--- src/rtl/rfda_pkg.sv ---
`timescale 1ns / 1ps
// Shared types, widths and microcode fields for the resonant filter / decay amp.
// No dependencies; imported by every module of the block.
package rfda_pkg;

  localparam int GainFracBits = 16;
  localparam int GainW        = GainFracBits + 1;
  localparam int CoefW        = 16;
  localparam int SmpW         = 8;
  localparam int StepW        = 17;
  localparam int StepFrac     = 16;
  localparam int AccW         = 16;
  localparam int CfgIdxW      = 2;
  localparam int CfgDataW     = 17;

  localparam int MulAW = ((CoefW > GainW) ? CoefW : GainW) + 1;
  localparam int MulBW = SmpW + 1;
  localparam int ProdW = MulAW + MulBW;

  localparam int StepUp  = (GainFracBits >= StepFrac) ? GainFracBits - StepFrac : 0;
  localparam int StepDn  = (GainFracBits < StepFrac) ? StepFrac - GainFracBits : 0;
  localparam int StepXW  = StepW + StepUp;
  localparam int CmpW    = (GainW > StepXW) ? GainW : StepXW;

  localparam logic [GainW-1:0] GainOne = {1'b1, {GainFracBits{1'b0}}};

  localparam int StepCntW = 3;
  localparam logic [StepCntW-1:0] StepOut = 3'd7;

  typedef enum logic [1:0] {
    REG_FEED  = 2'd0,
    REG_FB1   = 2'd1,
    REG_FB2   = 2'd2,
    REG_DECAY = 2'd3
  } cfg_reg_e;

  typedef enum logic [1:0] {
    MA_FEED = 2'd0,
    MA_FB1  = 2'd1,
    MA_FB2  = 2'd2,
    MA_GAIN = 2'd3
  } mul_a_e;

  typedef enum logic [1:0] {
    MB_X   = 2'd0,
    MB_Y1  = 2'd1,
    MB_Y2  = 2'd2,
    MB_MAG = 2'd3
  } mul_b_e;

  typedef enum logic [1:0] {
    ACC_HOLD = 2'd0,
    ACC_LOAD = 2'd1,
    ACC_ADD  = 2'd2
  } acc_op_e;

  typedef enum logic [1:0] {
    JMP_NEXT     = 2'd0,
    JMP_WAIT_IN  = 2'd1,
    JMP_WAIT_OUT = 2'd2,
    JMP_START    = 2'd3
  } jmp_e;

  typedef struct packed {
    logic    in_ready;
    mul_a_e  mul_a;
    mul_b_e  mul_b;
    logic    mul_en;
    acc_op_e acc_op;
    logic    filt_upd;
    logic    out_load;
    jmp_e    jmp;
  } ucode_t;

  localparam ucode_t UcNop = '{
    in_ready: 1'b0, mul_a: MA_FEED, mul_b: MB_X, mul_en: 1'b0,
    acc_op: ACC_HOLD, filt_upd: 1'b0, out_load: 1'b0, jmp: JMP_NEXT
  };

  typedef struct packed {
    logic out_busy;
    logic out_valid;
  } dp_status_t;

  typedef struct packed {
    logic [CoefW-1:0] feed;
    logic [CoefW-1:0] fb1;
    logic [CoefW-1:0] fb2;
    logic [StepW-1:0] decay;
  } cfg_t;

endpackage

--- src/rtl/rfda_seq.sv ---
`timescale 1ns / 1ps
// Step counter and microcode ROM for the filter / decay amp.
// Depends on rfda_pkg.
module rfda_seq (
  input  logic                          clk_i,
  input  logic                          rst_ni,
  input  logic                          in_valid_i,
  input  rfda_pkg::dp_status_t          status_i,
  output rfda_pkg::ucode_t              ucode_o,
  output logic [rfda_pkg::StepCntW-1:0] step_o
);
  import rfda_pkg::*;

  logic [StepCntW-1:0] step_q, step_d;
  ucode_t uc;

  // microprogram
  always_comb begin
    uc = UcNop;
    case (step_q)
      3'd0: begin
        uc.in_ready = 1'b1;
        uc.jmp      = JMP_WAIT_IN;
      end
      3'd1: begin
        uc.mul_a  = MA_FEED;
        uc.mul_b  = MB_X;
        uc.mul_en = 1'b1;
      end
      3'd2: begin
        uc.acc_op = ACC_LOAD;
        uc.mul_a  = MA_FB1;
        uc.mul_b  = MB_Y1;
        uc.mul_en = 1'b1;
      end
      3'd3: begin
        uc.acc_op = ACC_ADD;
        uc.mul_a  = MA_FB2;
        uc.mul_b  = MB_Y2;
        uc.mul_en = 1'b1;
      end
      3'd4: uc.acc_op = ACC_ADD;
      3'd5: uc.filt_upd = 1'b1;
      3'd6: begin
        uc.mul_a  = MA_GAIN;
        uc.mul_b  = MB_MAG;
        uc.mul_en = 1'b1;
      end
      3'd7: begin
        uc.out_load = 1'b1;
        uc.jmp      = JMP_WAIT_OUT;
      end
      default: uc = UcNop;
    endcase
  end

  always_comb begin
    step_d = step_q;
    case (uc.jmp)
      JMP_NEXT:     step_d = step_q + 1'b1;
      JMP_WAIT_IN:  step_d = in_valid_i ? step_q + 1'b1 : step_q;
      JMP_WAIT_OUT: step_d = status_i.out_busy ? step_q : '0;
      JMP_START:    step_d = '0;
      default:      step_d = '0;
    endcase
  end

  always_ff @(posedge clk_i or negedge rst_ni) begin
    if (!rst_ni) begin
      step_q <= '0;
    end else begin
      step_q <= step_d;
    end
  end

  assign ucode_o = uc;
  assign step_o  = step_q;

endmodule

--- src/rtl/rfda_datapath.sv ---
`timescale 1ns / 1ps
// Datapath: shared multiplier, 16-bit wrapping accumulator, delay line,
// gain envelope and output register. Depends on rfda_pkg.
module rfda_datapath (
  input  logic                      clk_i,
  input  logic                      rst_ni,
  input  rfda_pkg::ucode_t          ucode_i,
  input  rfda_pkg::cfg_t            cfg_i,
  input  logic                      in_fire_i,
  input  logic [rfda_pkg::SmpW-1:0] sample_i,
  input  logic                      gate_i,
  input  logic                      out_ready_i,
  output logic [rfda_pkg::SmpW-1:0] out_data_o,
  output rfda_pkg::dp_status_t      status_o
);
  import rfda_pkg::*;

  logic [SmpW-1:0]  x_q, y1_q, y2_q;
  logic             gate_q;
  logic [GainW-1:0] gain_q, gain_d;
  logic [AccW-1:0]  acc_q;
  logic [ProdW-1:0] prod_q;
  logic [SmpW-1:0]  out_q;
  logic             out_valid_q;

  logic signed [MulAW-1:0] mul_a;
  logic signed [MulBW-1:0] mul_b;
  logic [MulBW-1:0]        y1_x, mag;
  logic [CmpW-1:0]         gain_x, step_x;
  logic [SmpW-1:0]         scaled, res;
  logic                    out_busy, out_load;

  // magnitude of the new filter output, 0..128
  assign y1_x = {y1_q[SmpW-1], y1_q};
  assign mag  = y1_q[SmpW-1] ? (~y1_x + 1'b1) : y1_x;

  always_comb begin
    case (ucode_i.mul_a)
      MA_FEED: mul_a = MulAW'($signed(cfg_i.feed));
      MA_FB1:  mul_a = MulAW'($signed(cfg_i.fb1));
      MA_FB2:  mul_a = MulAW'($signed(cfg_i.fb2));
      MA_GAIN: mul_a = $signed({{(MulAW-GainW){1'b0}}, gain_q});
      default: mul_a = '0;
    endcase
    case (ucode_i.mul_b)
      MB_X:    mul_b = MulBW'($signed(x_q));
      MB_Y1:   mul_b = MulBW'($signed(y1_q));
      MB_Y2:   mul_b = MulBW'($signed(y2_q));
      MB_MAG:  mul_b = $signed(mag);
      default: mul_b = '0;
    endcase
  end

  // decay step brought into gain format, saturating subtract
  assign gain_x = CmpW'(gain_q);
  assign step_x = CmpW'((StepXW'(cfg_i.decay) << StepUp) >> StepDn);

  always_comb begin
    gain_d = gain_q;
    if (gate_q) begin
      gain_d = GainOne;
    end else if (gain_q != '0) begin
      gain_d = (gain_x > step_x) ? GainW'(gain_x - step_x) : '0;
    end
  end

  // prod is non-negative here; truncation toward zero comes from the magnitude
  assign scaled = prod_q[GainFracBits +: SmpW];
  assign res    = y1_q[SmpW-1] ? (~scaled + 1'b1) : scaled;

  assign out_busy = out_valid_q && !out_ready_i;
  assign out_load = ucode_i.out_load && !out_busy;

  always_ff @(posedge clk_i) begin
    if (in_fire_i) begin
      x_q    <= sample_i;
    end
    if (ucode_i.mul_en) begin
      prod_q <= ProdW'(mul_a * mul_b);
    end
    case (ucode_i.acc_op)
      ACC_LOAD: acc_q <= prod_q[AccW-1:0];
      ACC_ADD:  acc_q <= acc_q + prod_q[AccW-1:0];
      ACC_HOLD: acc_q <= acc_q;
      default:  acc_q <= acc_q;
    endcase
    if (out_load) begin
      out_q <= res;
    end
  end

  always_ff @(posedge clk_i or negedge rst_ni) begin
    if (!rst_ni) begin
      y1_q        <= '0;
      y2_q        <= '0;
      gain_q      <= '0;
      gate_q      <= 1'b0;
      out_valid_q <= 1'b0;
    end else begin
      if (in_fire_i) begin
        gate_q <= gate_i;
      end
      if (ucode_i.filt_upd) begin
        y1_q   <= acc_q[AccW-1 -: SmpW];
        y2_q   <= y1_q;
        gain_q <= gain_d;
      end
      if (out_load) begin
        out_valid_q <= 1'b1;
      end else if (out_ready_i) begin
        out_valid_q <= 1'b0;
      end
    end
  end

  assign out_data_o         = out_q;
  assign status_o.out_busy  = out_busy;
  assign status_o.out_valid = out_valid_q;

endmodule

--- src/rtl/resonant_filter_decay_amp.sv ---
`timescale 1ns / 1ps
// Top level of the two-pole resonant low-pass with linear-decay amplifier.
// Depends on rfda_pkg, rfda_seq and rfda_datapath.
//
// A sample is accepted in the first step, and the output register is loaded
// in the last step, once the filter taps and the gain have been multiplied.
// An eight-step microprogram drives one shared signed multiplier, which is
// used four times in turn (three filter taps, then the gain). Each product is
// registered before the wrapping 16-bit accumulator or the output stage takes
// it. A new sample is taken on the cycle after the result is loaded, so the
// block never takes a new sample before the current one is through. A stalled
// output holds the sequencer in its last step.
// Coefficients are signed Q8, the decay step is Q16, and the gain envelope
// restarts at full scale whenever the gate bit is high. No clearing pass is
// needed after reset. The user must write configuration only while no sample
// is in flight; the block itself does not enforce this.
module resonant_filter_decay_amp_core (
  input  logic                          clk_i,
  input  logic                          rst_ni,
  // input sample stream
  input  logic                          s_axis_tvalid,
  output logic                          s_axis_tready,
  input  logic [7:0]                    s_axis_tdata,  // [7:0] sample_in
  input  logic [0:0]                    s_axis_tuser,  // [0] gate
  // output sample stream
  output logic                          m_axis_tvalid,
  input  logic                          m_axis_tready,
  output logic [7:0]                    m_axis_tdata,  // [7:0] sample_out
  // configuration write port
  input  logic                          cfg_we_i,
  input  logic [rfda_pkg::CfgIdxW-1:0]  cfg_idx_i,
  input  logic [rfda_pkg::CfgDataW-1:0] cfg_data_i
);
  import rfda_pkg::*;

  cfg_t                cfg_q;
  ucode_t              ucode;
  dp_status_t          status;
  logic [StepCntW-1:0] step;
  logic                in_fire;

  // register file; reset gives instant release and a muted filter
  always_ff @(posedge clk_i or negedge rst_ni) begin
    if (!rst_ni) begin
      cfg_q.feed  <= '0;
      cfg_q.fb1   <= '0;
      cfg_q.fb2   <= '0;
      cfg_q.decay <= StepW'(1) << StepFrac;
    end else if (cfg_we_i) begin
      case (cfg_idx_i)
        REG_FEED:  cfg_q.feed  <= cfg_data_i[CoefW-1:0];
        REG_FB1:   cfg_q.fb1   <= cfg_data_i[CoefW-1:0];
        REG_FB2:   cfg_q.fb2   <= cfg_data_i[CoefW-1:0];
        REG_DECAY: cfg_q.decay <= cfg_data_i[StepW-1:0];
        default:   cfg_q       <= cfg_q;
      endcase
    end
  end

  assign s_axis_tready = ucode.in_ready;
  assign in_fire       = s_axis_tvalid && s_axis_tready;

  rfda_seq u_seq (
    .clk_i      (clk_i),
    .rst_ni     (rst_ni),
    .in_valid_i (s_axis_tvalid),
    .status_i   (status),
    .ucode_o    (ucode),
    .step_o     (step)
  );

  rfda_datapath u_dp (
    .clk_i       (clk_i),
    .rst_ni      (rst_ni),
    .ucode_i     (ucode),
    .cfg_i       (cfg_q),
    .in_fire_i   (in_fire),
    .sample_i    (s_axis_tdata),
    .gate_i      (s_axis_tuser[0]),
    .out_ready_i (m_axis_tready),
    .out_data_o  (m_axis_tdata),
    .status_o    (status)
  );

  assign m_axis_tvalid = status.out_valid;

`ifndef ASSERT_OFF
  // an accepted beat always starts the filter program
  a_fire_starts : assert property (@(posedge clk_i) disable iff (!rst_ni)
    in_fire |=> (step == 3'd1))
    else $error("accepted beat did not start the microprogram");

  // a result appears only from the output step
  a_out_from_last : assert property (@(posedge clk_i) disable iff (!rst_ni)
    $rose(m_axis_tvalid) |-> ($past(step) == StepOut))
    else $error("output valid raised outside the output step");
`endif

endmodule
--- config.mk ---
export PLATFORM = sky130hd
export DESIGN_NAME = resonant_filter_decay_amp_core
export DESIGN_NICKNAME = d
export VERILOG_FILES = /design/src/rtl/rfda_pkg.sv /design/src/rtl/rfda_seq.sv /design/src/rtl/rfda_datapath.sv /design/src/rtl/resonant_filter_decay_amp.sv
export SDC_FILE = /design/constraint.sdc
export NUM_CORES = 1
export LEC_CHECK = 0
export ABC_AREA = 1
export BUFFER_PORTS_ARGS = -buffer_cell sky130_fd_sc_hd__buf_2
export CAP_MARGIN = 20
export CORE_UTILIZATION = 50
export CTS_CLUSTER_SIZE = 28
export DETAILED_ROUTE_END_ITERATION = 10
export PLACE_DENSITY = 0.66
export SETUP_SLACK_MARGIN = 0.4
export SYNTH_ARGS = -nofsm -noshare
export SYNTH_HDL_FRONTEND = slang
export SYNTH_SLANG_ARGS = --single-unit
--- constraint.sdc ---
create_clock -name clk_i -period 12.35 [get_ports clk_i]
set_input_delay 0.6175 -clock clk_i [delete_from_list [all_inputs] [get_ports clk_i]]
set_output_delay 0.6175 -clock clk_i [all_outputs]
set_load 0.01 [all_outputs]
==> results of run 1 <==
-- cell usage in the layout (no fill, tap or decap), drive strengths merged --
master	instances
nand2	383
inv	271
o21ai	161
nor2	134
fa	123
dfrtp	102
ha	89
edfxtp	56
a21oi	55
buf	52
nand3	45
xor2	23
xnor2	22
clkbuf	17
o211ai	16
nand4	12
o22ai	11
clkinv	10
nor3	7
a31oi	7
or2	7
a21o	6
nor4	5
o31ai	4
a22oi	3
o2111ai	3
nand3b	3
o21bai	3
a211oi	2
a221oi	2
o21a	1
a21boi	1
and3	1
and2	1
dfstp	1
-- area by class of cell --
| cell class | count | share of cell area (%) |
|---|---|---|
| clock inverters | 15 | 1.35 |
| multi-input cells | 1130 | 54.6 |
| well taps | 335 | 2.88 |
| flip-flops and latches | 159 | 29.3 |
| clock buffers | 17 | 2.92 |
| inverters | 266 | 6.86 |
| repair buffers | 52 | 2.13 |
-- synth_stat cells, types with 3 or more instances --
| cell type | number | area (um2) |
|---|---|---|
| o2111ai_1 | 3 | 26.3 |
| nand4_1 | 12 | 75.1 |
| inv_2 | 8 | 30.0 |
| edfxtp_1 | 56 | 1680 |
| o22ai_1 | 10 | 62.6 |
| nand2_4 | 3 | 33.8 |
| a21oi_1 | 55 | 275 |
| nand3b_1 | 3 | 22.5 |
| nor3_1 | 7 | 35.0 |
| dfrtp_1 | 102 | 2550 |
| a21o_1 | 6 | 45.0 |
| xor2_1 | 23 | 201 |
| nand3_1 | 45 | 225 |
| a31oi_1 | 7 | 43.8 |
| nor2_2 | 3 | 18.8 |
| or2_2 | 5 | 31.3 |
| a22oi_1 | 3 | 22.5 |
| nand2_1 | 375 | 1410 |
| buf_2 | 10 | 50.1 |
| o211ai_1 | 16 | 120 |
| fa_1 | 123 | 2460 |
| nand2_2 | 5 | 31.3 |
| o21ai_1 | 15 | 75.1 |
| o31ai_1 | 4 | 30.0 |
| nor2_1 | 129 | 484 |
| ha_1 | 89 | 1110 |
| o21ai_0 | 144 | 721 |
| xnor2_1 | 22 | 193 |
| o21bai_1 | 3 | 22.5 |
| clkbuf_1 | 22 | 82.6 |
| inv_1 | 256 | 961 |
| nor4_1 | 5 | 31.3 |
-- state kept, by name, indices dropped and copies added (netlist names) --
| name | flops |
|---|---|
| u_seq.step_o | 3 |
| u_dp.out_data_o | 8 |
| u_dp.acc_q | 16 |
| u_dp.gain_q | 17 |
| cfg_q | 65 |
| u_dp.y2_q | 8 |
| u_dp.gate_q | 1 |
| u_dp.x_q | 8 |
| u_dp.y1_q | 8 |
| u_dp.prod_q | 24 |
| u_dp.out_valid_q | 1 |
-- worst reg2reg max path: cells and delay by family, from the launching register on --
kind	cells	cell delay [ns]
xor+xnor	1	0.14
fa+ha+maj	7	3.13
compound gates	5	0.64
simple gates	9	1.71
buf+inv	5	0.86
flops	1	0.43
-- metal layers --
| layer | up-vias | GRT usage (%) | wire, um |
|---|---|---|---|
| met5 | - | 0 | 0 |
| met4 | 0 | 8.88 | 886 |
| met3 | 61 | 3.37 | 1540 |
| met2 | 267 | 43.1 | 15500 |
| met1 | 5149 | 35.9 | 15200 |
| li1 | 5164 | - | - |
-- path summary, 6_finish.rpt --
path                                             startpoint                            to  slack [ns]  depth (start not counted)
worst min-delay path                                 rst_ni         cfg_q[15]$_DFFE_PN0P_        0.17                          1
worst min register to register    u_dp.prod_q[16]$_DFFE_PP_  u_dp.out_data_o[0]$_DFFE_PP_        0.48                          0
min in group clk_i                          s_axis_tdata[4]         u_dp.x_q[4]$_DFFE_PP_        0.34                          1
worst max register to register  u_seq.step_o[0]$_DFFE_PN0P_     u_dp.prod_q[21]$_DFFE_PP_        5.20                         27
worst max-delay path            u_seq.step_o[0]$_DFFE_PN0P_     u_dp.prod_q[21]$_DFFE_PP_        5.20                         27
max in group asynchronous                            rst_ni    u_dp.gain_q[5]$_DFFE_PN0P_       10.98                          2
-- cells by family (layout without fill, tap and decap cells) --
family | count (synthesis) | count (layout) | synth area share [%]
AO/OA/AOI/OAI | 275 | 275 | 11.4
adder cells (fa/ha/maj) | 212 | 212 | 26.8
flip-flops | 159 | 159 | 31.9
AND/OR/NAND/NOR | 598 | 598 | 18.3
buffers and inverters | 300 | 350 | 8.61
XOR/XNOR | 45 | 45 | 2.95
-- metrics by stage --
stage	setup WS [ns]	area [um2]	utilization [%]	hold WS [ns]
CTS	5.28	14500	55.5	0.195
finish	5.20	14600	55.7	0.170
detailed placement	5.30	13900	53.1	0.464
floorplan	6.30	13400	-	0.322
global placement	5.35	13900	53.1	0.461
global route	4.73	14600	55.7	0.216
==> results.sh, run 1 <==
export IMPL_place_hpwl_um=26100
export IMPL_timing_worst_slew_pin_value_ns=0.870
export IMPL_setup_cp_type="flip-flop to flip-flop"
export IMPL_core_area_mm2=0.0261
export IMPL_wire_length_of_the_first_global_routing_pass_um=55200
export IMPL_rsz0062_at_grt="no"
export IMPL_synthArstFlopShare_pct=64.8
export IMPL_failed_checks="design-rule violations"
export IMPL_critical_path_max_stage_delay_ns=0.72
export IMPL_clock_tree_htree_level_count=4
export IMPL_diodes=0
export IMPL_status="finished, violations left"
export IMPL_grt_overflow_total=0
export IMPL_final_cells=1974
export IMPL_cts_root_buffer="clkbuf_16"
export IMPL_synth_seq_cells=159
export IMPL_rows=59
export IMPL_synth_nets=1834
export IMPL_slew_limit_headroom_pct=42.0
export IMPL_cts_sinks=159
export IMPL_grt_antenna_before_repair=0
export IMPL_max_cap_violations=0
export IMPL_cts_hold_buffers_added=0
export IMPL_port_buffers=42
export IMPL_tritoncts="built"
export IMPL_post_route_period_util_pct=57.9
export IMPL_die_h_um=165
export IMPL_die_width_um=165
export IMPL_clkTransAtPathRegs_ns=0.08
export IMPL_worstSkewPairLatency_ns=0.44
export IMPL_number_of_global_route_vias_before_repair=10800
export IMPL_placed_cells_incl_taps=1939
export IMPL_worst_endpoint_arrival_ns=7.35
export IMPL_finalHoldViolations=0
export IMPL_timing_critical_path_to_type="flip-flop"
export IMPL_wirelength_um=33100
export IMPL_final_setup_violating_endpoints=0
export IMPL_syn2layout_area_growth_pct=9.02
export IMPL_drc=2
export IMPL_ctsLongestPathBuffers=2
export IMPL_synth_area_mm2=0.0134
export IMPL_cts_repair_resize_count=0
export IMPL_ys_types=47
export IMPL_critical_path_n_buffers_inverters=5
export IMPL_slew_violations=0
export IMPL_multiInputGateArea_mm2=0.00795
export IMPL_layout_drive_gt1_share_pct=7.08
export IMPL_first_iter_violations=779
export IMPL_grt_start_max_net_pins=60
export IMPL_type_of_the_tightest_min_delay_check="input port to asynchronous set/reset pin"
export IMPL_syn_inst=1589
export IMPL_initial_core_utilization_pct=51.1
export IMPL_synth_top_flop_cell="dfrtp_1"
export IMPL_postSynthAreaPerCell_um2=8.40
export IMPL_nFillCells=2392
export IMPL_fin_nets=1871
export IMPL_final_period_minus_worst_setup_slack_ns=7.15
export IMPL_drt_vias_per_instance=5.39
export IMPL_final_setup_tns_ns=0
export IMPL_post_detailed_route_count_of_antenna_violating_nets=0
export IMPL_tritoncts_num_buffers=17
export IMPL_yosysWarnings=0
export IMPL_master_of_the_slowest_instance_on_the_critical_path="nor2_2"
export IMPL_max_freq_ghz=0.140
export IMPL_avgRoutedWirePerCell_um=16.8
export IMPL_routed_via_count=10600
export IMPL_clock_skew_ns=0.0145
export IMPL_register_area_mm2=0.00426
export IMPL_post_synth_edffs=56
export IMPL_cts_post_setup_buffers_inserted=0
export IMPL_gp_congestion=0.936
export IMPL_worstSetupStartpointType="flip-flop"
export IMPL_required_time_worst_endpoint_ns=12.54
export IMPL_floorplan_die_area_mm2=0.0274
export IMPL_crit_family="adder cells"
export IMPL_groute_usage_overall_pct=26.3
export IMPL_yosysSeqAreaShare_pct=31.9
export IMPL_ioPinCount=43
export IMPL_worst_path_max_fanout=19
export IMPL_detailedRoute_firstPassIterationCount=10
Power of run 1 is not shown: default switching activity piles up to over one toggle a cycle in this logic, so the estimate is an artifact.
==> run 2, diff against run 1 <==
PLACE_DENSITY = 0.69   (was 0.66)
clock period = 6.35 ns   (was 12.35 ns; I/O delays follow)
==> run 2 against run 1 <==
The flow still finishes with violations (design-rule violations). Clock skew is 0.00081 ns higher. Critical path depth fell by 4. First-iteration DRC count rose by 7.2%. Fmax is 21% higher. Worst setup slack worse by 4.8 ns. Highest routed layer unchanged. Via count increased by 5.8%. Non-clock buffer count grew 89. Die area did not move. Wire length increased by 8.6%.
==> results.sh, run 2 (synthesized netlist as in run 1, its figures left out) <==
export IMPL_mostFrequentLayoutCells="nand2_1, inv_1, o21ai_0"
export IMPL_grt_antenna_before_repair=0
export IMPL_postLayoutSetupSlackWorst_ns=0.444
export IMPL_grt_overflow_total=0
export IMPL_gr_max_usage_layer="met2"
export IMPL_diodes=0
export IMPL_die_width_um=165
export IMPL_timing_critical_path_to_type="flip-flop"
export IMPL_ioPinCount=43
export IMPL_core_area_mm2=0.0261
export IMPL_required_time_worst_endpoint_ns=6.54
export IMPL_status="finished, violations left"
export IMPL_fin_hold_ws_ns=0.0465
export IMPL_gp_congestion=0.930
export IMPL_fin_nets=1962
export IMPL_layout_drive_gt1_share_pct=18.8
export IMPL_number_of_global_route_vias_before_repair=11100
export IMPL_port_buffers=42
export IMPL_finalHoldViolations=0
export IMPL_floorplan_die_area_mm2=0.0274
export IMPL_avgRoutedWirePerCell_um=17.4
export IMPL_global_route_usage_met1_pct=36.7
export IMPL_setup_cp_type="flip-flop to flip-flop"
export IMPL_largest_reg_flops=65
export IMPL_post_route_period_util_pct=93.0
export IMPL_detailedRoute_firstPassIterationCount=9
export IMPL_max_freq_ghz=0.169
export IMPL_crit_family="adder cells"
export IMPL_drt_vias_per_instance=5.45
export IMPL_critical_path_max_stage_delay_ns=0.61
export IMPL_die_h_um=165
export IMPL_final_setup_tns_ns=0
export IMPL_type_of_the_tightest_min_delay_check="input port to flip-flop"
export IMPL_clkTransAtPathRegs_ns=0.08
export IMPL_max_cap_violations=0
export IMPL_worst_endpoint_arrival_ns=6.09
export IMPL_timing_worst_slew_pin_value_ns=0.756
export IMPL_grt_util_met3_pct=4.90
export IMPL_gr_layer_usage_met2_pct=44.0
export IMPL_final_setup_violating_endpoints=0
export IMPL_rows=59
export IMPL_clock_tree_htree_level_count=4
export IMPL_critical_path_n_buffers_inverters=7
export IMPL_final_period_minus_worst_setup_slack_ns=5.91
export IMPL_cts_root_buffer="clkbuf_16"
export IMPL_syn2layout_area_growth_pct=21.1
export IMPL_most_common_library_cell_in_the_layout_ignoring_fill_and_taps="nand2_1"
export IMPL_master_of_the_slowest_instance_on_the_critical_path="fa_1"
export IMPL_worst_path_max_fanout=6
export IMPL_initial_core_utilization_pct=51.1
export IMPL_top_register="cfg_q"
export IMPL_grt_start_max_net_pins=59
export IMPL_ctsLongestPathBuffers=2
export IMPL_worstSetupStartpointType="flip-flop"
export IMPL_wirelength_um=35900
export IMPL_worstSkewPairLatency_ns=0.45
export IMPL_crit_path_cell_trace="buf_6, ha_4, nand2_8, nor2_1, buf_4, a221oi_4, buf_12, buf_4, clkinvlp_4, nor2_4, buf_4, fa_1, fa_1, fa_1, fa_1, ha_4, ha_4, nand2_1, nor4_2, buf_4, nand4_1, nand3_1, xor2_1"
export IMPL_largest_registers_ranked_by_flip_flop_count="cfg_q x65, u_dp.prod_q x24, u_dp.gain_q x17"
export IMPL_cts_sinks=159
export IMPL_drc=4
export IMPL_setup_slack_at_placement_ns=0.0288
export IMPL_tritoncts_num_buffers=17
export IMPL_slew_limit_headroom_pct=49.6
export IMPL_routed_via_count=11300
export IMPL_tritoncts="built"
export IMPL_place_hpwl_um=26700
export IMPL_slew_violations=0
export IMPL_groute_usage_overall_pct=27.1
export IMPL_post_detailed_route_count_of_antenna_violating_nets=0
export IMPL_failed_checks="design-rule violations"
export IMPL_first_iter_violations=835
export IMPL_clock_skew_ns=0.0153
export IMPL_wire_length_of_the_first_global_routing_pass_um=56700
export IMPL_rsz0062_at_grt="yes"
## run 2: cell count changes in the layout (fill, tap and decap cells not counted), moves of 11 or more
cell     before  now
nor2_1      129  109
inv_2         8   25
inv_1       256  237
a21oi_1      55   44
ha_4          0   31
buf_4         8   79
nor2_2        3   15
ha_1         89   58
## run 2: worst reg2reg max path, cell delays in order, from the launching register on
cell	delay (ns)
dfrtp_2	0.43
buf_6	0.13
ha_4	0.20
nand2_8	0.11
nor2_1	0.05
buf_4	0.16
a221oi_4	0.29
buf_12	0.16
buf_4	0.13
clkinvlp_4	0.19
nor2_4	0.20
buf_4	0.13
fa_1	0.47
fa_1	0.56
fa_1	0.45
fa_1	0.61
ha_4	0.23
ha_4	0.28
nand2_1	0.12
nor4_2	0.29
buf_4	0.16
nand4_1	0.10
nand3_1	0.11
xor2_1	0.08
## run 2: per-stage QoR
stage               utilization, %  std cells  cell area [um2]
finish                        61.9       2065            16200
CTS                           57.7       2017            15100
global placement              54.2       1970            14200
floorplan                        -       1589            13400
global route                  61.9       2065            16200
detailed placement            54.2       1971            14200
## run 2: cell type report
type,instances,area [um2]
repair buffers,141,1120
clock inverters,15,189
repair inverters,2,22.5
inverters,266,1020
multi-input cells,1130,8710
well taps,335,419
fillers,2160,9960
clock buffers,17,425
flip-flops and latches,159,4260
## run 2: path summary, 6_finish.rpt
check / from / endpoint / slack (ns) / cells after the start
hold reg to reg: u_dp.prod_q[16]$_DFFE_PP_ / u_dp.out_data_o[0]$_DFFE_PP_ / 0.48 / 0
setup reg to reg: u_seq.step_o[0]$_DFFE_PN0P_ / u_dp.prod_q[22]$_DFFE_PP_ / 0.44 / 23
max in group asynchronous: rst_ni / u_dp.y1_q[4]$_DFFE_PN0P_ / 4.75 / 3
setup / recovery: u_seq.step_o[0]$_DFFE_PN0P_ / u_dp.prod_q[22]$_DFFE_PP_ / 0.44 / 23
min in group asynchronous: rst_ni / u_dp.gain_q[13]$_DFFE_PN0P_ / 0.41 / 2
hold / removal: s_axis_tdata[7] / u_dp.x_q[7]$_DFFE_PP_ / 0.05 / 1
## run 2: routing by layer
layer,wire length [um],share of wire [%]
met1,15900,44
met2,16900,47
met3,2090,5.8
met4,1030,2.9
met5,0,0
## run 2: timing repair
item	4_1_cts	5_1_grt
cloned	0	2
hold buffers	1	0
hold endpoints to repair	44	0
resized for setup	46	137
pin swaps	4	56
setup endpoints to repair	11	12
setup buffers	13	43
Power of run 2 is left out for the same reason.
